**config.mk**
```make
export PLATFORM = sky130hd
export DESIGN_NAME = tic_sqrt
export DESIGN_NICKNAME = d
export VERILOG_FILES = /design/src/tic_pkg.sv /design/src/tic_sqrt.sv
export SDC_FILE = /design/constraint.sdc
export NUM_CORES = 1
export LEC_CHECK = 0
export BUFFER_PORTS_ARGS = -buffer_cell sky130_fd_sc_hd__buf_2
export CAP_MARGIN = 10
export CORE_ASPECT_RATIO = 0.75
export CORE_MARGIN = 4
export CORE_UTILIZATION = 35
export CTS_CLUSTER_DIAMETER = 50
export DETAILED_ROUTE_END_ITERATION = 8
export GPL_ROUTABILITY_DRIVEN = 0
export PLACE_DENSITY = 0.65
export SLEW_MARGIN = 0
export SYNTH_ARGS = -nofsm -noshare
export SYNTH_HDL_FRONTEND = slang
export SYNTH_SLANG_ARGS = --single-unit
```
**constraint.sdc**
```tcl
create_clock -name clk -period 2.3 [get_ports clk]
set_clock_uncertainty 0.2 [all_clocks]
set_input_delay 0.115 -clock clk [delete_from_list [all_inputs] [get_ports clk]]
set_output_delay 0.115 -clock clk [all_outputs]
set_load 0.005 [all_outputs]
```
**src/tic_pkg.sv**
```systemverilog
package tic_pkg;

    // Table geometry defaults
    localparam int GROUPS_DEF = 8;
    localparam int STEPS_DEF  = 16;

    // Configuration port
    localparam int CFG_W = 5;
    typedef enum logic [1:0] {
        REG_TIME_DEP  = 2'd0,
        REG_TEMP_DEP  = 2'd1,
        REG_STEPS     = 2'd2,
        REG_UNUSED    = 2'd3
    } reg_idx_t;

    // Operation codes
    typedef enum logic [1:0] {
        OP_QUERY   = 2'd0,
        OP_WR_TIME = 2'd1,
        OP_WR_REF  = 2'd2,
        OP_WR_COEF = 2'd3
    } op_t;

    // Serial unit widths
    localparam int MUL_W  = 40;
    localparam int DVD_W  = 66;
    localparam int DVS_W  = 33;
    localparam int RAD_W  = 16;
    localparam int ROOT_W = 22;

    // sqrt(300 K) in Q16.16
    localparam logic [23:0] SQRT300_Q16 = 24'd1135116;

endpackage

```
**src/tic_sqrt.sv**
```systemverilog
module tic_sqrt (
    input  logic                         clk,
    input  logic                         rst_n,
    input  logic                         start,
    input  logic [tic_pkg::RAD_W-1:0]    temperature,
    output logic                         done,
    output logic [tic_pkg::ROOT_W-1:0]   root
);
    import tic_pkg::*;

    localparam int CW   = $clog2(ROOT_W + 1);
    localparam int RW   = ROOT_W + 2;
    localparam int PADW = 2 * ROOT_W - RAD_W;

    logic [2*ROOT_W-1:0] rad_reg;
    logic [RW-1:0]       rem_reg;
    logic [ROOT_W-1:0]   root_reg;
    logic [CW-1:0]       cnt_reg;
    logic                run_reg;
    logic                done_reg;
    logic [RW+1:0]       t;
    logic [RW+1:0]       trial;
    logic [RW+1:0]       diff;
    logic                ge;

    // one root bit per cycle from two radicand bits
    assign t     = {rem_reg, rad_reg[2*ROOT_W-1 -: 2]};
    assign trial = {2'b00, root_reg, 2'b01};
    assign ge    = t >= trial;
    assign diff  = t - trial;

    always_ff @(posedge clk or negedge rst_n)
    begin
        if (!rst_n)
        begin
            cnt_reg  <= '0;
            run_reg  <= 1'b0;
            done_reg <= 1'b0;
        end
        else
        begin
            done_reg <= 1'b0;
            if (start)
            begin
                cnt_reg <= CW'(ROOT_W);
                run_reg <= 1'b1;
            end
            else if (run_reg)
            begin
                cnt_reg <= cnt_reg - 1'b1;
                if (cnt_reg == CW'(1))
                begin
                    run_reg  <= 1'b0;
                    done_reg <= 1'b1;
                end
            end
        end
    end

    always_ff @(posedge clk)
    begin
        if (start)
        begin
            rad_reg  <= {temperature, {PADW{1'b0}}};
            rem_reg  <= '0;
            root_reg <= '0;
        end
        else if (run_reg)
        begin
            rem_reg  <= ge ? diff[RW-1:0] : t[RW-1:0];
            root_reg <= {root_reg[ROOT_W-2:0], ge};
            rad_reg  <= {rad_reg[2*ROOT_W-3:0], 2'b00};
        end
    end

    assign done = done_reg;
    assign root = root_reg;

endmodule

```
## After elaboration in Yosys (flattened, before gate mapping)

Cells that the tools add are included.

- $lt $le $gt $ge: 1
- Add/sub/neg operators: 2
- Multiplexer cells: 11
- Equal/unequal tests: 1
- Reduce and logical (&&, ||, !) cells: 1

Operator list:

| cell | number |
|---|---|
| 44-bit two-way mux | 2 |
| 26-bit by 24-bit greater-or-equal comparator with 1-bit output | 1 |
| 24-bit two-way mux | 1 |
| 24-bit subtractor | 1 |
| 5-bit two-way mux | 2 |
| 1-bit two-way mux | 6 |
| 5-bit by 1-bit == test with 1-bit output, second input constant | 1 |
| 5-bit by 1-bit subtractor with 5-bit output, second input constant | 1 |
| 2-bit nonzero test | 1 |

- Bits of input ports: 19
- Flip-flop bits (word level): 69
- Output and inout bits: 23
- Word-level logic and storage cells: 22

## Longest topological paths before layout

- Depth after elaboration: 4
- Mapped depth: 12
- Depth with buffers taken out: 10

## Worst setup path before layout

No wires, ideal clock.

- Path type: reg-to-reg
- Start point: register root_reg[7] (netlist: root[7])
- End point: register rem_reg[21]
- Slack: -337 ps
- Path buffers: 1
- Setup time: 88 ps
- Required time: 2012 ps
- Arrival time: 2349 ps
- Clock period less this slack: 2637 ps
- Stages on the path, launching flop included: 12
- Cells stage by stage: dfxtp_1 inv_1 ha_1 a21oi_2 a21oi_1 a211o_1 a211oi_2 o31a_4 o21ba_4 buf_6 nand2_1 a311oi_2

- Cells in the longest elaborated chain, start to end: 2
- Elaborated cells between the ends (all ways): 3
- Those cells by class: 1 x add/sub; 1 x order compare; 1 x mux

RTL lines:

| what | line | text |
|---|---|---|
| start, declared | tic_sqrt.sv:17 | `logic [ROOT_W-1:0] root_reg;` |
| start signal, assigned | tic_sqrt.sv:71 | `root_reg <= {root_reg[ROOT_W-2:0], ge};` |
| 24-bit subtractor / 26-bit by 24-bit greater-or-equal comparator with 1-bit output (equally long branches) | tic_sqrt.sv:30, tic_sqrt.sv:29 |  |
| 24-bit two-way mux (*) | tic_sqrt.sv:70 | `rem_reg <= ge ? diff[RW-1:0] : t[RW-1:0];` |
| end signal, assigned | tic_sqrt.sv:70 |  |
| end, declared | tic_sqrt.sv:16 | `logic [RW-1:0] rem_reg;` |

Mark *: on every way between the ends. The rest lies on a longest branch, timed or not.
A chain may end at the register's enable or synchronous reset.

## Worst setup path in the final report

- Start point: register root_reg[14] (netlist: root[14])
- End point: register rem_reg[18]

The elaborated chain is that of the path after synthesis.

==> metrics <==
Buf/Inv on CP 2; clk buf depth 2; Synth Area in Simple Gates 0.171; maximum vdd ir drop roughly 0.63 mV; most common cell in the synthesized netlist nor2_1; period utilization 1.21; DP HPWL about 8300 um; top cell type's share of synthesized area 0.220; Most used DFF post-synth dfxtp_1; Die H between 100 and 150 um; Mapped Nets between 500 and 600; vias in the first global route 4182; number of synthesized flops with an enable pin 16; Clock transition at path regs 60 ps; Slowest Stage Delay on Critical Path about 360 ps; DRT antenna net count 0; worst setup path class reg2reg; Worst-Skew Late Latency roughly 340 ps; mux cell area share after synthesis 0.0879; Max FO, Critical Path 7; Final Power 9.32 mW; Critical Path RT roughly 2300 ps; WL per Instance 15.6 um; fmax 361 MHz; Compound-Gate Fraction of Synth Area 0.169; Port Buf Inserts 41; dpl cell area around 0.0054 mm2; DRC Markers 0; Pins Over Slew Limit 0; Tot GR Track Use 0.186; layout cells sized above 1 0.453; switching share of power 0.398; Final nets around 680; main combinational cell family by area after synthesis simple AND/OR/NAND/NOR gates; CTS Root Cell clkbuf_16; failing checks setup timing; startpoint class of the critical path flop; post-synthesis sequential area ratio 0.377; die area 0.0138 mm2; DR iter-0 viols 186; # H-tree levels 3; PnR worst setup slack -472 ps; sequential share of power 0.177; drt via density roughly 5; cell-internal power 5.61 mW; CP max-delay cell or3_4; final hold violations 0; Netlist cell types 60; final non-filler cell total ~810; Tmin final around 2800 ps; # diodes 0; PD cells 1440 mW/mm2; max reg flops 24; Slew HR 0.675; CTS tree yes; CP Capture Type flop; Gate power share 0.664; crit path cell chain inv_2 > ha_4 > nand4_1 > or3_4 > nand4bb_1 > a21oi_1 > a2111o_1 > buf_4 > o21ba_4 > a221oi_2 > nor3_1; Via Count 4009; Synth Area in Adders 0.0777; Setup TNS -9730 ps; Area contributors post-synth dfxtp_1 22%, edfxtp_1 11%, ha_1 7.8%, nor2_1 5.6%, mux2i_1 5.0%; final setup violation count 25; pin slew with the least headroom to its limit 488 ps; Max Cap Viol 0; status finished with violations; I/O pin cnt 42; die width about 130 um; Worst EP arrival roughly 2800 ps; Hold WS between 200 and 300 ps; Cells after DPL 756; routed wire length about 13000 um; number of synthesized register bits between 60 and 70; clk sinks just under 70; fraction of registers with async set/reset 0.101; 1st-pass router iterations 4; core area between 0.01 and 0.015 mm2; leakage between 2 and 3 nW; YS warnings 0; Synth Area in XOR/XNOR 0.0502; delay-heaviest family, CP compound AO/OA/AOI/OAI gates; CTS Buf Count 9; pin count of the biggest net entering global routing 35; synth-to-layout area growth 54.1%; P_sw around 3.7 mW; mapped cell area around 0.0042 mm2; RSZ-0062 raised after global routing yes; Mapped Cells 462; average size of a mapped cell between 9 and 10 um2; first-pass GRT wire length 20500 um; clock power share 0.160; commonest cells in the synthesized netlist 62 x nor2_1, 52 x nand2_1, 46 x dfxtp_1; GRT overflow 0; dominant cell type by area after synthesis dfxtp_1; row cnt 34; Final Cell Area ~0.0064 mm2; Initial Utilization 0.359; antenna violations before repair 0; Min-Delay Path Class reg2reg
## routing by layer
metal | share of wire | track usage | routed length [um] | up-vias
li1 | - | - | - | 1994
met2 | 0.46 | 0.310 | 5780 | 93
met1 | 0.48 | 0.243 | 5960 | 1906
met4 | 0.016 | 0.0501 | 206 | 0
met5 | 0 | 0 | 0 | -
met3 | 0.047 | 0.0468 | 592 | 16
## worst paths after layout
path	startpoint	to	slack, ps	cells past startpoint
max	root[14]	rem_reg[18]	-470	11
min reg2reg	rem_reg[23]	rem_reg[23]	290	2
max in group asynchronous	rst_n	run_reg	1110	3
min	rem_reg[23]	rem_reg[23]	290	2
max reg2reg	root[14]	rem_reg[18]	-470	11
min in group asynchronous	rst_n	done	530	3
## stage by stage
| step | setup WS (ps) | util |
|---|---|---|
| finish | -472 | 0.553 |
| floorplan | -201 | - |
| detailed placement | -624 | 0.464 |
| CTS | -443 | 0.529 |
| global route | -594 | 0.553 |
| global placement | -472 | 0.464 |
## logic make-up after synthesis
logic type	Yosys count
xor gates and xnor gates	24
adders and majority gates	26
buffers and inverters	55
muxes	35
DFF	69
AOI/OAI and AO/OA	91
and+or+nand+nor	162
## power by group through the flow
stage / registers, mW / clock network, mW / logic, mW
floorplan: 1.64 / 0 / 3.09
global placement: 1.63 / 0 / 4.54
detailed placement: 1.64 / 0 / 4.61
CTS: 1.63 / 1.52 / 5.35
global route: 1.67 / 1.57 / 6.64
finish: 1.65 / 1.49 / 6.18
## layout make-up
type / count / area [um2]
Clock inverter: 7 / 90.1
Sequential cell: 69 / 1590
Tap cell: 162 / 203
Timing Repair Buffer: 183 / 1360
Inverter: 34 / 128
Clock buffer: 9 / 225
Multi-Input combinational cell: 342 / 2850
Fill cell: 1027 / 5210
## tightest hold or removal path, delay by kind of cell, from the launching register on
kind | cells | cell delay, ps
flops | 1 | 310
simple gates | 1 | 80
compound gates | 1 | 50
## cell usage in the layout (no fill, tap or decap), types with 4 or more instances in the layout
cell type	synthesis	layout
a311oi_1	12	4
ha_1	26	10
edfxtp_1	16	16
clkbuf_16	0	9
a21oi_1	24	20
nand2_2	0	10
xnor2_1	17	17
buf_4	2	116
inv_2	0	8
buf_2	1	41
mux2_2	14	14
a311oi_2	2	10
nor2_1	62	61
dlygate4sd3_1	1	19
nand4_1	4	4
xor2_1	7	7
nand3_2	0	6
nand2_1	52	40
o21ai_0	8	5
a21o_1	6	6
nand3_1	17	10
inv_1	34	26
dfxtp_2	0	12
dfrtp_1	7	6
mux2i_1	21	21
dfxtp_1	46	34
nor3_1	8	8
buf_6	6	5
ha_4	0	15
## repair_timing
action	CTS	global route
endpoints found under the setup margin	25	25
hold endpoints to repair	24	0
resized for setup	39	48
hold buffers	19	0
gates cloned	3	1
setup buffers	5	6
pin swaps	21	28
Power figures use the tool's default switching activity.
