## src/tic_pkg.sv

```systemverilog
package tic_pkg;

    // Table geometry defaults
    localparam int GROUPS_DEF = 8;
    localparam int STEPS_DEF  = 16;

    // Configuration port
    localparam int CFG_W = 5;
    typedef enum logic [1:0] {
        REG_TIME_DEP  = 2'd0,
        REG_TEMP_DEP  = 2'd1,
        REG_STEPS     = 2'd2,
        REG_UNUSED    = 2'd3
    } reg_idx_t;

    // Operation codes
    typedef enum logic [1:0] {
        OP_QUERY   = 2'd0,
        OP_WR_TIME = 2'd1,
        OP_WR_REF  = 2'd2,
        OP_WR_COEF = 2'd3
    } op_t;

    // Serial unit widths
    localparam int MUL_W  = 40;
    localparam int DVD_W  = 66;
    localparam int DVS_W  = 33;
    localparam int RAD_W  = 16;
    localparam int ROOT_W = 22;

    // sqrt(300 K) in Q16.16
    localparam logic [23:0] SQRT300_Q16 = 24'd1135116;

endpackage

```

## src/tic_div.sv

```systemverilog
module tic_div (
    input  logic                        clk,
    input  logic                        rst_n,
    input  logic                        start,
    input  logic [tic_pkg::DVD_W-1:0]   dividend,
    input  logic [tic_pkg::DVS_W-1:0]   divisor,
    output logic                        done,
    output logic [tic_pkg::DVD_W-1:0]   quotient
);
    import tic_pkg::*;

    localparam int CW = $clog2(DVD_W + 1);

    logic [DVD_W-1:0] dvd_reg;
    logic [DVS_W-1:0] dvs_reg;
    logic [DVS_W-1:0] rem_reg;
    logic [CW-1:0]    cnt_reg;
    logic             run_reg;
    logic             done_reg;
    logic [DVS_W:0]   trial;
    logic [DVS_W:0]   diff;
    logic             ge;

    // restoring step: bring down one dividend bit
    assign trial = {rem_reg, dvd_reg[DVD_W-1]};
    assign ge    = trial >= {1'b0, dvs_reg};
    assign diff  = trial - {1'b0, dvs_reg};

    always_ff @(posedge clk or negedge rst_n)
    begin
        if (!rst_n)
        begin
            cnt_reg  <= '0;
            run_reg  <= 1'b0;
            done_reg <= 1'b0;
        end
        else
        begin
            done_reg <= 1'b0;
            if (start)
            begin
                cnt_reg <= CW'(DVD_W);
                run_reg <= 1'b1;
            end
            else if (run_reg)
            begin
                cnt_reg <= cnt_reg - 1'b1;
                if (cnt_reg == CW'(1))
                begin
                    run_reg  <= 1'b0;
                    done_reg <= 1'b1;
                end
            end
        end
    end

    // quotient bits shift in where dividend bits leave
    always_ff @(posedge clk)
    begin
        if (start)
        begin
            dvd_reg <= dividend;
            dvs_reg <= divisor;
            rem_reg <= '0;
        end
        else if (run_reg)
        begin
            rem_reg <= ge ? diff[DVS_W-1:0] : trial[DVS_W-1:0];
            dvd_reg <= {dvd_reg[DVD_W-2:0], ge};
        end
    end

    assign done     = done_reg;
    assign quotient = dvd_reg;

endmodule

```

## config.mk

```make
export PLATFORM = sky130hd
export DESIGN_NAME = tic_div
export DESIGN_NICKNAME = d
export VERILOG_FILES = /design/src/tic_pkg.sv /design/src/tic_div.sv
export SDC_FILE = /design/constraint.sdc
export NUM_CORES = 1
export LEC_CHECK = 0
export BUFFER_PORTS_ARGS = -buffer_cell sky130_fd_sc_hd__buf_2
export CORE_UTILIZATION = 26
export CTS_CLUSTER_SIZE = 16
export DETAILED_ROUTE_END_ITERATION = 8
export GPL_TIMING_DRIVEN = 0
export PLACE_DENSITY_LB_ADDON = 0.3
export SETUP_SLACK_MARGIN = 0.4
export SLEW_MARGIN = 20
export SYNTH_ARGS = -nofsm -noshare
export SYNTH_HDL_FRONTEND = slang
export SYNTH_SLANG_ARGS = --single-unit
export TNS_END_PERCENT = 10
```

## constraint.sdc

```tcl
create_clock -name clk -period 2.9 [get_ports clk]
set_input_delay 0.58 -clock clk [delete_from_list [all_inputs] [get_ports clk]]
set_output_delay 0.58 -clock clk [all_outputs]
set_load 0.005 [all_outputs]
```

## After elaboration in Yosys (flattened, before gate mapping)

Index checks and enable logic that the tools add are counted.

| cells by class | value |
|---|---|
| $add $sub $neg | 2 |
| magnitude comparators | 1 |
| equality and inequality tests | 1 |
| muxes and demuxes | 11 |
| reduce and logical (&&, ||, !) cells | 1 |

Operators by type and width:

| kind | number |
|---|---|
| $mux W66 | 2 |
| $ge A34 B33 Y1 | 1 |
| $mux W33 | 1 |
| $sub A33 B33 Y33 | 1 |
| $mux W7 | 2 |
| $eq A7 B1 Y1 const B | 1 |
| $sub A7 B1 Y7 const B | 1 |
| $mux W1 | 6 |
| $reduce_bool A2 Y1 | 1 |

| storage, ports and cells | value |
|---|---|
| flip-flop bits (word level) | 141 |
| input port bits | 102 |
| output and inout bits | 67 |
| word-level logic and storage cells | 22 |

## Depth between registers and ports, before layout

| logic depth | value |
|---|---|
| depth after elaboration | 4 |
| depth in mapped cells | 14 |
| depth with buffers taken out | 12 |

## Least setup slack after synthesis

Ideal clock, no wire load.

| timing path | value |
|---|---|
| path kind | reg-to-reg |
| start point | register dvd_reg[65] (netlist: quotient[65]) |
| end point | register dvd_reg[0] (netlist: quotient[0]), data pin |
| library setup time | 0.260 ns |
| arrival time | 2.778 ns |
| data required time | 2.640 ns |
| setup slack | -0.138 ns |
| cell stages (with the launch flop) | 14 |
| period minus slack after synthesis | 3.038 ns |
| cell sequence | edfxtp_1 inv_1 ha_1 inv_1 fa_1 a21o_1 a221oi_2 o21ai_2 a211oi_2 o21a_1 buf_6 nand2_4 buf_2 mux2_2 |

| between the ends | value |
|---|---|
| word-level cells in the longest chain between the ends | 3 |

Ends and longest elaborated chain:

| item | line | RTL |
|---|---|---|
| start: declaration | tic_div.sv:14 | `logic [DVD_W-1:0] dvd_reg;` |
| start signal: assignment | tic_div.sv:62 | `dvd_reg <= dividend;` |
| start signal: assignment | tic_div.sv:69 | `dvd_reg <= {dvd_reg[DVD_W-2:0], ge};` |
| $ge A34 B33 Y1 | tic_div.sv:26 | `assign ge = trial >= {1'b0, dvs_reg};` |
| $mux W66 | tic_div.sv:66 | `else if (run_reg)` |
| $mux W66 | tic_div.sv:60 | `if (start)` |

Every way passes these cells. The select of a mux whose other input is x is not followed.
A chain may end at the register's enable or synchronous reset.

## Worst setup path in the final report

| timing path | value |
|---|---|
| start point | register dvs_reg[21] |
| end point | register rem_reg[25] |

| between the ends | value |
|---|---|
| word-level cells in the longest chain between the ends | 2 |

Ends and longest elaborated chain:

| item | line | RTL |
|---|---|---|
| start: declaration | tic_div.sv:15 | `logic [DVS_W-1:0] dvs_reg;` |
| start signal: assignment | tic_div.sv:63 | `dvs_reg <= divisor;` |
| $sub A33 B33 Y33 / $ge A34 B33 Y1 (equally long branches) | tic_div.sv:27, tic_div.sv:26 |  |
| $mux W33 (*) | tic_div.sv:68 | `rem_reg <= ge ? diff[DVS_W-1:0] : trial[DVS_W-1:0];` |
| end signal: assignment | tic_div.sv:68 |  |
| end: declaration | tic_div.sv:16 | `logic [DVS_W-1:0] rem_reg;` |

Mark *: on every way between the ends. The rest lies on a longest branch, timed or not.

==> flow_results.org <==
** Outcome
- Result of the run :: finished, violations left
- Violations in the final reports :: design-rule violations, negative setup slack

** Synthesis
- Most numerous cell in the Yosys netlist :: sky130_fd_sc_hd__edfxtp_1
- The synthesized design spends more area on one cell type than any other, namely sky130_fd_sc_hd__edfxtp_1.
- Sequential area share after synthesis :: approximately half
- The commonest cells after synthesis are sky130_fd_sc_hd__edfxtp_1 (99), sky130_fd_sc_hd__nand2_1 (71), sky130_fd_sc_hd__mux2_2 (67).
- The synthesized netlist contains 64 unique library cells.
- Mapped Avg Cell Area :: 10.9 um2
- Synthesis inferred about 140 register bits.
- Counting every instance in the synthesized netlist gives approximately 700.
- Number of warnings reported in the yosys synthesis log :: 0
- In the post-synthesis netlist, the biggest area contributors are sky130_fd_sc_hd__edfxtp_1 (38%), sky130_fd_sc_hd__mux2_2 (9.7%), sky130_fd_sc_hd__dfxtp_1 (8.5%).
- Synth Flop Type :: sky130_fd_sc_hd__edfxtp_1
- The synthesized netlist occupies a cell area of 7810 um2.
- Post-Synthesis Net Count :: roughly 850
- Synth async-reset ratio :: 6.38%
- The top cell type by area accounts for a little under two fifths of the synthesized area.
- The synthesized design contains between 90 and 100 enable-type register cells.

** Timing
- Setup violations remaining at the end of the flow were counted as 13.
- The total count of max-transition violations in the final report came to 0.
- Portion of the clock cycle consumed by the worst path in the final layout :: 101%
- For this run, the top clock speed supported by timing is 341 MHz.
- For the final routed database, the setup TNS stands at -0.145 ns.
- In this run the tightest slew margin relative to its limit is between 40% and 50%.
- Min Tclk post-route :: 2.93 ns
- Worst hold slack :: around 0.33 ns
- The number of hold violations in the final report was 0.
- Setup Skew :: approximately 0.012 ns
- Setup repair after global routing missed its margin :: yes
- Across all setup checks in the final design, the least slack found is -0.0289 ns.
- For the pin with the worst max-slew slack, the measured transition is around 0.76 ns.

** GRT
- GRT Util Overall :: 14.8%
- The number of antenna violations at the first check in global routing came to 4.
- The first global-routing pass estimated 35.0 mm of wire.
- For this run the aggregate overflow at the end of global routing stands at 0.
- The via count of the first global-routing pass was 6337.
- Entering global routing, the biggest net connects 35 pins.

** Floorplan
- Count of pins on the block boundary :: 169
- From left edge to right edge, the die measures 175 um.
- Placement Rows :: 63
- The initial utilization of the core area, before any placement, comes to about a quarter.
- The floorplan step defined a die boundary enclosing 30700 um2.
- Core area :: between 20000 and 30000 um2
- The die is approximately 180 um tall.

** Final layout
- Nets@finish :: between 1k and 1.5k
- Number of standard cells in the layout, taps in and fillers out :: between 1k and 1.5k
- Flip-flop count of the largest register after layout :: 66
- In the final layout, the share of cells above drive strength 1 is 37.9%.
- Combined area of the multi-input logic cells :: about 3800 um2
- The layout has 2998 filler cells.
- The area growth from synthesis to layout is 30.3%.
- Sequential cell area :: between 3000 and 4000 um2
- Final standard cell area without fillers :: between 10000 and 15000 um2

** Detailed routing
- Number of remaining DRC errors :: 4
- Antenna viol nets, final :: 0
- DRC violation total after the first TritonRoute iteration :: 411
- Via count :: 6381
- Detail-routed via count per cell :: 4.79
- Before antenna repair, the detailed router went through 7 iterations.
- Routed wire length :: 22.9 mm
- In the final routed layout, each cell accounts on average for between 15 and 20 um.

** Clock tree
- In this run, CTS created clock tree buffers numbering 17.
- Maximum number of buffers from clock root to sink :: 2
- Clock tree sinks :: 141
- Number of levels the H-tree was split into :: 4
- Worst-path clk slew :: around 0.07 ns
- Root Driver :: sky130_fd_sc_hd__clkbuf_16
- Latest clock arrival within the worst-skew pair :: roughly 0.43 ns
- TritonCTS built the clock tree.

** Setup path
- For this design, the slowest cell found on the critical path is sky130_fd_sc_hd__or4_1.
- Crit-path cells :: inv_1, ha_1, buf_2, nand3_1, o21bai_1, a221oi_2, o21ai_2, nor2_4, buf_4, or4_1, a311oi_1
- Along the worst path, the maximum fanout reaches 9.
- CP Data Arrival Time :: approximately 3.3 ns
- The critical path in this run is classified as flip-flop to flip-flop.
- Launching element type of the critical path :: flip-flop
- Counting both buffers and inverters, the worst setup path holds a total of 3.
- Data on the critical path is required at its endpoint by 3.23 ns.
- Slowest cell delay on critical path :: ~0.52 ns
- Worst path top cell family by delay :: compound AO/OA/AOI/OAI gates
- The worst setup path is captured at a flip-flop.

** Power
- Power density cells :: 898 nW/um2
- Summed over all cells, the static leakage comes to between 4 and 5 nW.
- Worst ir drop on vdd :: 0.000434 V

** Job
- The tool flagged a number of max-cap violations equal to 0.

** Placement
- Post-DP HPWL :: between 15 and 20 mm
- Count of input and output buffers :: approximately 170
- Placed cell area :: between 9000 and 10000 um2
- # placed instances :: roughly 1.3k
- At the end of routability-driven placement, the weighted congestion stood at between 0.8 and 0.9.

** Hold path
- Type of the most critical hold path :: primary input to flip-flop
[worst reg2reg max path: stages (launching register included)]
cell	delay, ns
sky130_fd_sc_hd__edfxtp_1	0.33
sky130_fd_sc_hd__inv_1	0.04
sky130_fd_sc_hd__ha_1	0.26
sky130_fd_sc_hd__buf_2	0.19
sky130_fd_sc_hd__nand3_1	0.13
sky130_fd_sc_hd__o21bai_1	0.37
sky130_fd_sc_hd__a221oi_2	0.15
sky130_fd_sc_hd__o21ai_2	0.32
sky130_fd_sc_hd__nor2_4	0.12
sky130_fd_sc_hd__buf_4	0.15
sky130_fd_sc_hd__or4_1	0.52
sky130_fd_sc_hd__a311oi_1	0.26
[path summary, 6_finish.rpt]
| kind | end | from | cells past startpoint | slack, ns |
|---|---|---|---|---|
| worst max-delay path | rem_reg[25] | dvs_reg[21] | 11 | -0.03 |
| worst min-delay path | dvs_reg[8] | divisor[8] | 1 | 0.33 |
| worst max register to register | rem_reg[25] | dvs_reg[21] | 11 | -0.03 |
| worst min register to register | rem_reg[32] | rem_reg[32] | 2 | 0.48 |
| max in group asynchronous | cnt_reg[4] | rst_n | 2 | 2.15 |
| min in group asynchronous | run_reg | rst_n | 2 | 0.55 |
[area by class of cell]
class	instances	share of cell area, %
sequential	141	37.9
multi-input combinational	491	37.0
timing repair buffer	193	10.6
tap	390	4.80
clock buffer	17	4.18
buffer	39	2.26
inverter	44	1.66
clock inverter	15	1.46
antenna	1	0.0246
[timing repair]
action | CTS | global route
endpoints found under the hold margin | 9 | 0
gates cloned | 0 | 1
resized for setup | 19 | 27
setup buffers | 18 | 3
pin swaps | 13 | 14
endpoints found under the setup margin | 166 | 34
hold buffers | 1 | 0
[cells in the final DEF, fill, tap and decap left out, types with 13 or more instances in the layout]
master,count
sky130_fd_sc_hd__edfxtp_1,99
sky130_fd_sc_hd__clkbuf_16,17
sky130_fd_sc_hd__dfxtp_1,33
sky130_fd_sc_hd__nor2_1,50
sky130_fd_sc_hd__ha_1,33
sky130_fd_sc_hd__mux2_2,67
sky130_fd_sc_hd__a311oi_1,15
sky130_fd_sc_hd__buf_2,178
sky130_fd_sc_hd__buf_4,20
sky130_fd_sc_hd__nand2_1,70
sky130_fd_sc_hd__inv_1,41
sky130_fd_sc_hd__a21o_1,17
sky130_fd_sc_hd__nor3_1,13
sky130_fd_sc_hd__xnor2_1,17
sky130_fd_sc_hd__a21oi_1,40
sky130_fd_sc_hd__clkbuf_1,15
[kinds of logic after synthesis]
family	after synthesis	synth area share [%]
simple gates	190	11.2
compound gates	162	15.0
xor+xnor	29	3.25
buf+inv	83	4.66
fa+ha+maj	36	5.87
flops	141	49.4
mux	74	10.6
[where the power goes]
group	internal [mW]	switching, mW	leakage, nW	total [mW]
Combinational	1.86	2.25	2.60	4.11
Sequential	2.56	0.284	1.40	2.84
Clock	1.14	1.03	0.275	2.17
Total	5.56	3.57	4.27	9.13
[per-stage QoR]
stage,total power [mW],utilization [%],worst slack (ns)
3_5_place_dp,6.39,31.1,-0.400
2_1_floorplan,5.40,-,0.0606
6_report,9.13,34.4,-0.0289
3_3_place_gp,6.38,31.0,-1.02
5_1_grt,9.67,34.4,-0.171
4_1_cts,8.98,33.9,-0.151
[routing by layer]
metal | wire length [um] | part of all wire (%) | GRT usage [%] | up-vias
met3 | 1680 | 7.3 | 4.81 | 20
met4 | 359 | 1.6 | 4.67 | 4
met2 | 10400 | 45 | 23.6 | 229
li1 | - | - | - | 3078
met5 | 23 | 0.10 | 0 | -
met1 | 10400 | 46 | 19.0 | 3050
Power figures use the tool's default switching activity.
