$ cat src/tic_pkg.sv
package tic_pkg;

    // Table geometry defaults
    localparam int GROUPS_DEF = 8;
    localparam int STEPS_DEF  = 16;

    // Configuration port
    localparam int CFG_W = 5;
    typedef enum logic [1:0] {
        REG_TIME_DEP  = 2'd0,
        REG_TEMP_DEP  = 2'd1,
        REG_STEPS     = 2'd2,
        REG_UNUSED    = 2'd3
    } reg_idx_t;

    // Operation codes
    typedef enum logic [1:0] {
        OP_QUERY   = 2'd0,
        OP_WR_TIME = 2'd1,
        OP_WR_REF  = 2'd2,
        OP_WR_COEF = 2'd3
    } op_t;

    // Serial unit widths
    localparam int MUL_W  = 40;
    localparam int DVD_W  = 66;
    localparam int DVS_W  = 33;
    localparam int RAD_W  = 16;
    localparam int ROOT_W = 22;

    // sqrt(300 K) in Q16.16
    localparam logic [23:0] SQRT300_Q16 = 24'd1135116;

endpackage

$ cat src/tic_mul.sv
module tic_mul (
    input  logic                           clk,
    input  logic                           rst_n,
    input  logic                           start,
    input  logic [tic_pkg::MUL_W-1:0]      a,
    input  logic [tic_pkg::MUL_W-1:0]      b,
    output logic                           done,
    output logic [2*tic_pkg::MUL_W-1:0]    prod
);
    import tic_pkg::*;

    localparam int CW = $clog2(MUL_W + 1);

    logic [2*MUL_W-1:0] acc_reg;
    logic [MUL_W-1:0]   mcand_reg;
    logic [CW-1:0]      cnt_reg;
    logic               run_reg;
    logic               done_reg;
    logic [MUL_W:0]     sum;

    // add the multiplicand when the low multiplier bit is set
    assign sum = {1'b0, acc_reg[2*MUL_W-1:MUL_W]} + (acc_reg[0] ? {1'b0, mcand_reg} : '0);

    // control: one multiplier bit per cycle
    always_ff @(posedge clk or negedge rst_n)
    begin
        if (!rst_n)
        begin
            cnt_reg  <= '0;
            run_reg  <= 1'b0;
            done_reg <= 1'b0;
        end
        else
        begin
            done_reg <= 1'b0;
            if (start)
            begin
                cnt_reg <= CW'(MUL_W);
                run_reg <= 1'b1;
            end
            else if (run_reg)
            begin
                cnt_reg <= cnt_reg - 1'b1;
                if (cnt_reg == CW'(1))
                begin
                    run_reg  <= 1'b0;
                    done_reg <= 1'b1;
                end
            end
        end
    end

    // shift the partial product right
    always_ff @(posedge clk)
    begin
        if (start)
        begin
            acc_reg   <= {{MUL_W{1'b0}}, b};
            mcand_reg <= a;
        end
        else if (run_reg)
        begin
            acc_reg <= {sum, acc_reg[MUL_W-1:1]};
        end
    end

    assign done = done_reg;
    assign prod = acc_reg;

endmodule

$ cat config.mk
export PLATFORM = sky130hd
export DESIGN_NAME = tic_mul
export DESIGN_NICKNAME = d
export VERILOG_FILES = /design/src/tic_pkg.sv /design/src/tic_mul.sv
export SDC_FILE = /design/constraint.sdc
export NUM_CORES = 1
export LEC_CHECK = 0
export ABC_AREA = 0
export BUFFER_PORTS_ARGS = -buffer_cell sky130_fd_sc_hd__buf_2
export CAP_MARGIN = 20
export CORE_ASPECT_RATIO = 2
export CORE_UTILIZATION = 49
export DETAILED_ROUTE_END_ITERATION = 16
export HOLD_SLACK_MARGIN = 0.05
export PLACE_DENSITY = 0.74
export REMOVE_ABC_BUFFERS = 1
export SLEW_MARGIN = 20
export SYNTH_ARGS = -nofsm -noshare
export SYNTH_HDL_FRONTEND = slang
export SYNTH_SLANG_ARGS = --single-unit
$ cat constraint.sdc
create_clock -name clk -period 8.7 [get_ports clk]
set_input_delay 0.87 -clock clk [delete_from_list [all_inputs] [get_ports clk]]
set_output_delay 0.87 -clock clk [all_outputs]
set_load 0.05 [all_outputs]
Word level (Yosys, flattened, before mapping)
Index checks and enable logic that the tools add are counted.
- flip-flop bits (word level): 128
- input port bits: 83
- output and inout port bits: 81
- logic and storage cells: 21
- add/sub/neg operators: 2
- eq/ne operators: 1
- multiplexer cells: 11
- reduce and logical (&&, ||, !) cells: 1
- operators by type and width (kind ; number):
    $mux W40 ; 3
    $add A40 B40 Y41 ; 1
    $mux W6 ; 2
    $eq A6 B1 Y1 const B ; 1
    $mux W1 ; 6
    $sub A6 B1 Y6 const B ; 1
    $reduce_bool A2 Y1 ; 1

Logic depth before layout (Yosys ltp)
Gate-level depths: netlist (run 1).
- depth in word-level cells: 4
- depth in mapped cells: 13
- gate-level depth less buffers: 12

Least setup slack after synthesis (run 1)
No wires, ideal clock.
- path kind: register to register
- start point: reg acc_reg[0], in the netlist prod[0]
- end point: reg acc_reg[71], in the netlist prod[71]
- library setup time: 0.117 ns
- data arrival time: 3.099 ns
- data required time: 8.583 ns
- setup slack: 5.485 ns
- stages on the path, launching flop included: 14
- path buffers: 1
- clock period less this slack: 3.215 ns
- path through: edfxtp_1 -> clkbuf_1 -> and2_1 -> ha_1 -> fa_1 -> a211oi_1 -> o21ai_0 -> nand3_1 -> o211ai_2 -> a21o_1 -> a21o_1 -> a21oi_2 -> xnor2_1 -> a22o_1
- cells in the longest elaborated chain, start to end: 2
- ends and longest elaborated chain (item ; RTL line ; RTL):
    from (decl) ; tic_mul.sv:14 ; logic [2*MUL_W-1:0] acc_reg;
    from (signal assigned) ; tic_mul.sv:58 ; acc_reg <= {{MUL_W{1'b0}}, b};
    from (signal assigned) ; tic_mul.sv:63 ; acc_reg <= {sum, acc_reg[MUL_W-1:1]};
    $mux W40 ; tic_mul.sv:22 ; assign sum = {1'b0, acc_reg[2*MUL_W-1:MUL_W]} + (acc_reg[0] ? {1'b0, mcand_reg} : '0);
    $add A40 B40 Y41 ; tic_mul.sv:22 ;
Every way passes these cells.
A chain may end at the register's enable or synchronous reset.

Worst setup path in the final report (run 1)
- start point: reg acc_reg[0], in the netlist prod[0]
- end point: reg acc_reg[75], in the netlist prod[75]
Same word-level chain as after synthesis.

==> flow_summary.json, run 1 <==
{
  "status": "finished, final reports clean",
  "cts_buffers": 17,
  "gp_congestion": 0.961,
  "grtUsageTotal_pct": 23.3,
  "p_sw_w": 0.000926,
  "vias": 5542,
  "overflow": 0,
  "cts-resized-gates": 0,
  "rsz0062_at_grt": "no",
  "cts_tree": "done",
  "ys_seq_area_share_pct": 48.4,
  "nets": 909,
  "postRouteAntennaNets": 0,
  "grt_first_pass_wirelength_um": 26400,
  "first_global_vias": 5817,
  "hold-worst-slack_ns": 0.282,
  "p_comb_share_pct": 35.9,
  "synth_warnings": 0,
  "synth_seq_cells": 128,
  "multi_input_area_mm2": 0.00341,
  "antenna_cells": 0,
  "synthDistinctLibCells": 64,
  "cts-root-buf": "clkbuf_16",
  "nFillCells": 1143,
  "synthTopCellsByArea": "edfxtp_1 (34%), dfxtp_1 (11%), ha_1 (7.5%)",
  "ff_latch_area_mm2": 0.00340,
  "reg2reg_depth": 13,
  "grt_max_degree": 71,
  "synthTopCellsByCount": "edfxtp_1 (80), nor2_1 (55), a21oi_1 (46)",
  "hold_violations": 0,
  "synth_area_mm2": 0.00704,
  "first_iter_violations": 235,
  "synthCells": 627,
  "finalCriticalPeriod_ns": 3.40,
  "portBuffers": 163,
  "largest_reg_flops": 80,
  "sequentialPowerShare_pct": 34.3,
  "relSlewSlack_pct": 45.1,
  "antenna_found_initial": 0,
  "setup_viol": 0,
  "p_leak_nw": 3.92,
  "startpoint_type": "flip-flop",
  "drt_pass1_iterations": 4,
  "synth-async-reset-ratio_pct": 6.25,
  "min_path_type": "input pin to asynchronous set/reset pin",
  "cp.arrival_ns": 3.72,
  "area_growth_pct": 21.3,
  "clkPwrFrac_pct": 29.8,
  "ys.flop_type": "edfxtp_1",
  "drv_slew": 0,
  "drc_errors": 0,
  "max_cap_violations": 0,
  "path_class": "flip-flop to flip-flop",
  "clock_latency_ns": 0.42,
  "p_sw_share_pct": 39.5,
  "worstPathMaxFanout": 41,
  "clockBufferDepth": 2,
  "ir_drop_uv": 163,
  "cts_setup_buffers": 0,
  "synth.most_common_cell": "edfxtp_1",
  "die_area_mm2": 0.0149,
  "cts_sinks": 128,
  "yosysTopAreaCellShare_pct": 34.1,
  "required_ns": 9.02,
  "layout-drive-gt1-share_pct": 32.4,
  "core-area_mm2": 0.0140,
  "routed_wl_um": 16600,
  "clk_pin_slew_worst_paths_ns": 0.06,
  "worstMarginPinSlew_ns": 0.824,
  "power_density_mw_per_mm2": 275,
  "initial_utilization_pct": 50.4,
  "viasPerCell": 5.63,
  "ios": 164,
  "max_freq_ghz": 0.294,
  "num_rows": 61,
  "skew_ns": 0.00839,
  "synth_edf_count": 80,
  "hpwl_um": 12000,
  "dieWidth_um": 86.7,
  "htree_levels": 4,
  "fin_setup_tns_ns": 0,
  "setup.worst_path.end_class": "flip-flop",
  "route.detailed.wl_per_inst_um": 16.9,
  "cts_hold_buf": 0,
  "synth_top_cell_by_area": "edfxtp_1",
  "p_int_w": 0.00142,
  "syn-mean-instance-area_um2": 11.2,
  "dieHeight_um": 171,
  "period_share_pct": 39.1
}
==> layer usage <==
layer | part of all wire [%] | up-vias | global-route usage [%] | wire length (µm)
met3 | 5.2 | 58 | 5.66 | 866
met2 | 55 | 208 | 44.3 | 9210
met1 | 35 | 2633 | 22.0 | 5820
met4 | 4.3 | 0 | 13.6 | 709
li1 | - | 2643 | - | -
met5 | 0 | - | 0 | 0
==> path summary, 6_finish.rpt <==
check / endpoint / slack, ns / startpoint
setup / recovery: prod[75] / 5.30 / prod[0]
setup reg to reg: prod[75] / 5.30 / prod[0]
min in group clk: prod[66] / 0.50 / prod[66]
hold / removal: cnt_reg[0] / 0.28 / rst_n
hold reg to reg: prod[66] / 0.50 / prod[66]
max in group asynchronous: done / 8.24 / rst_n
==> cell usage in the layout, fill, tap and decap left out, types with 4 or more instances in the layout <==
| cell | netlist | final |
|---|---|---|
| xor2_1 | 11 | 11 |
| a21oi_1 | 46 | 46 |
| mux2i_1 | 13 | 13 |
| nor2_1 | 55 | 54 |
| o21bai_1 | 7 | 7 |
| xnor2_1 | 28 | 28 |
| a31oi_1 | 4 | 4 |
| clkbuf_16 | 0 | 17 |
| dfrtp_1 | 8 | 8 |
| edfxtp_1 | 80 | 80 |
| mux2_2 | 40 | 40 |
| a22o_1 | 15 | 15 |
| o21ai_1 | 4 | 4 |
| ha_1 | 42 | 42 |
| nand2_1 | 22 | 22 |
| and2_1 | 40 | 40 |
| buf_4 | 1 | 7 |
| a211oi_1 | 8 | 8 |
| inv_6 | 0 | 6 |
| o21ai_0 | 18 | 18 |
| a21o_1 | 22 | 22 |
| inv_1 | 13 | 13 |
| dfxtp_1 | 40 | 40 |
| nor3_1 | 6 | 6 |
| nand3_1 | 4 | 4 |
| buf_2 | 2 | 162 |
| nand4_1 | 14 | 14 |
| o21a_1 | 4 | 4 |
==> area by class of cell <==
cell class              count  share of cell area, %
clock inverters            15                   1.73
multi-input cells         454                   40.0
repair buffers            169                   10.1
flip-flops and latches    128                   39.9
well taps                 189                   2.77
inverters                  13                  0.572
clock buffers              17                   4.98
==> per-stage QoR <==
step / power (W) / instance area, µm² / cells / worst slack (ns) / utilization, %
3_3_place_gp: 0.00164 / 7960 / 953 / 5.42 / 57.0
5_1_grt: 0.00245 / 8540 / 985 / 5.12 / 61.1
3_5_place_dp: 0.00165 / 7960 / 953 / 5.35 / 57.0
6_report: 0.00235 / 8540 / 985 / 5.30 / 61.1
4_1_cts: 0.00236 / 8540 / 985 / 5.33 / 61.1
2_1_floorplan: 0.00145 / 6860 / 595 / 5.39 / -
==> critical path, cell delays in order, from the launching register on <==
cell      delay [ns]
edfxtp_1        0.36
buf_4           0.24
and2_1          0.19
ha_1            0.20
fa_1            0.43
a211oi_1        0.36
o21ai_0         0.29
nand2_1         0.17
o21ai_2         0.08
a31oi_1         0.24
o21ai_2         0.14
o41ai_4         0.28
xnor2_1         0.11
a22o_1          0.19
==> cell families after synthesis <==
logic type / after synthesis / synth area share [%]
adders and majority gates: 43 / 7.75
and+or+nand+nor: 159 / 11.4
xor gates and xnor gates: 39 / 4.85
buffers and inverters: 45 / 3.22
AOI/OAI and AO/OA: 160 / 16.2
muxes: 53 / 8.25
DFF: 128 / 48.4
==> power groups by stage <==
| stage | sequential (W) | clock, W | combinational [W] |
|---|---|---|---|
| after floorplan | 0.00105 | 0 | 0.000397 |
| after global placement | 0.000814 | 0 | 0.000827 |
| after detailed placement | 0.000818 | 0 | 0.000837 |
| after CTS | 0.000807 | 0.000709 | 0.000844 |
| after global routing | 0.000817 | 0.000728 | 0.000908 |
| final | 0.000805 | 0.000699 | 0.000843 |
No activity file was read; power rests on OpenSTA's default activity.
==> run 2, diff against run 1 <==
- PLACE_DENSITY: 0.74 -> 0.77
- clock period: 8.7 -> 3.03 ns (I/O delays scaled with it)
==> run 2 against run 1 <==
Effect of this change:
- first-iteration DRC count down 21%
- die area did not move
- clock-buffer cell count increased by 2
- largest power group unchanged
==> flow_summary.json, run 2 (synthesized netlist as in run 1, its figures left out) <==
{
  "startpoint_type": "flip-flop",
  "num_rows": 61,
  "htree_levels": 4,
  "nets": 985,
  "cts_tree": "done",
  "clk_pin_slew_worst_paths_ns": 0.06,
  "cts_sinks": 128,
  "worstMarginPinSlew_ns": 0.559,
  "layout-drive-gt1-share_pct": 37.6,
  "core-area_mm2": 0.0140,
  "finalCriticalPeriod_ns": 2.97,
  "viasPerCell": 5.47,
  "hold-worst-slack_ns": 0.0534,
  "drc_errors": 0,
  "p_leak_nw": 4.31,
  "rsz0062_at_grt": "yes",
  "dpl_cell_area_mm2": 0.00827,
  "route.detailed.wl_per_inst_um": 17.3,
  "cp.arrival_ns": 3.30,
  "gp_congestion": 0.887,
  "clock_latency_ns": 0.43,
  "die_area_mm2": 0.0149,
  "drv_slew": 0,
  "path_cells": "buf_4 > buf_4 > and2_1 > ha_4 > o21ai_0 > o21ai_2 > a311oi_4 > o21ai_2 > a31oi_2 > o21ai_2 > buf_4 > nor2_1 > xnor2_1 > a22o_1",
  "postRouteAntennaNets": 0,
  "critPathBufInv": 3,
  "required_ns": 3.36,
  "antenna_found_initial": 0,
  "final_util_pct": 67.4,
  "cts_buffers": 17,
  "grt_first_pass_wirelength_um": 28800,
  "hpwl_um": 13300,
  "period_share_pct": 98.1,
  "p_total_w": 0.00712,
  "clockBufferDepth": 2,
  "setup_viol": 0,
  "skew_ns": 0.0114,
  "dieHeight_um": 171,
  "path_delay_family": "compound AO/OA/AOI/OAI gates",
  "fin_setup_tns_ns": 0,
  "crit_slowest_cell": "edfxtp_1",
  "largest_reg_flops": 80,
  "min_path_type": "input pin to flip-flop",
  "setup.worst_path.end_class": "flip-flop",
  "grt_max_degree": 53,
  "grtUsageTotal_pct": 25.5,
  "status": "finished, final reports clean",
  "max_stage_delay_ns": 0.47,
  "final_cell_mix": "buf_2 (162), edfxtp_1 (80), nor2_1 (54)",
  "fin_area_mm2": 0.00942,
  "first_iter_violations": 185,
  "path_class": "flip-flop to flip-flop",
  "hold_violations": 0,
  "ios": 164,
  "final_common_cell": "buf_2",
  "initial_utilization_pct": 50.4,
  "portBuffers": 163,
  "cts-root-buf": "clkbuf_16",
  "first_global_vias": 6227,
  "overflow": 0,
  "routed_wl_um": 18400,
  "drt_pass1_iterations": 5,
  "max_freq_ghz": 0.336,
  "ir_drop_uv": 539,
  "area_growth_pct": 33.8,
  "worstPathMaxFanout": 7,
  "vias": 5809,
  "max_cap_violations": 0,
  "dieWidth_um": 86.7,
  "relSlewSlack_pct": 62.4,
  "nFillCells": 1024,
  "power_density_mw_per_mm2": 756
}
run 2: cell types whose count changed in the layout (fill, tap and decap cells not counted), sizes merged, moves of 2 or more:
cell and delta:
buf +43, clkbuf +2, clkinv +2, dlygate4sd3 +33
inv -3
run 2: repair_timing:
action,4_1_cts,5_1_grt
buffers inserted,0,4
resized for setup,5,32
hold buffers,33,0
endpoints found under the setup margin,11,23
pin swaps,0,9
endpoints found under the hold margin,40,0
run 2: worst register-to-register path: stages (launching register included):
cell and delay, ns:
edfxtp_1 0.47, buf_4 0.20, buf_4 0.15, and2_1 0.18, ha_4 0.31, o21ai_0 0.11, o21ai_2 0.22, a311oi_4 0.15
o21ai_2 0.19, a31oi_2 0.12, o21ai_2 0.25, buf_4 0.16, nor2_1 0.04, xnor2_1 0.14, a22o_1 0.20
run 2: worst paths after layout:
path	startpoint	endpoint	slack (ns)	cells after the start
max reg2reg	prod[0]	prod[73]	0.06	14
max	prod[0]	prod[73]	0.06	14
min reg2reg	prod[65]	prod[65]	0.50	2
min	a[34]	mcand_reg[34]	0.05	1
min in group asynchronous	rst_n	done	0.24	2
max in group asynchronous	rst_n	run_reg	2.62	2
run 2: final cells by class:
class                           count  area, µm²  area share (%)
Multi-Input combinational cell    454       3600            38.2
Sequential cell                   128       3400            36.1
Timing Repair Buffer              245       1530            16.3
Clock buffer                       19        475            5.05
Tap cell                          189        236            2.51
Clock inverter                     13        123            1.30
Inverter                           13       48.8           0.518
Antenna cell                        1       2.50          0.0266
run 2: per-stage QoR:
step,setup WS [ns],std cells
final,0.0570,1062
after global routing,-0.130,1061
after CTS,0.00665,1057
after detailed placement,-0.0757,992
after global placement,0.00442,992
after floorplan,-0.281,595
run 2: per-layer routing:
layer / vias up / share of wire [%] / GRT usage (%)
li1: 2793 / - / -
met1: 2773 / 35 / 24.4
met2: 188 / 57 / 48.5
met3: 55 / 4.3 / 4.94
met4: 0 / 4.4 / 15.9
met5: - / 0 / 0
run 2: power by group:
| group | switching [W] | leakage (nW) | internal, W | total (W) |
|---|---|---|---|---|
| clock | 0.000818 | 0.295 | 0.00124 | 0.00205 |
| sequential | 0.000191 | 1.24 | 0.00213 | 0.00232 |
| combinational | 0.00174 | 2.78 | 0.00101 | 0.00274 |
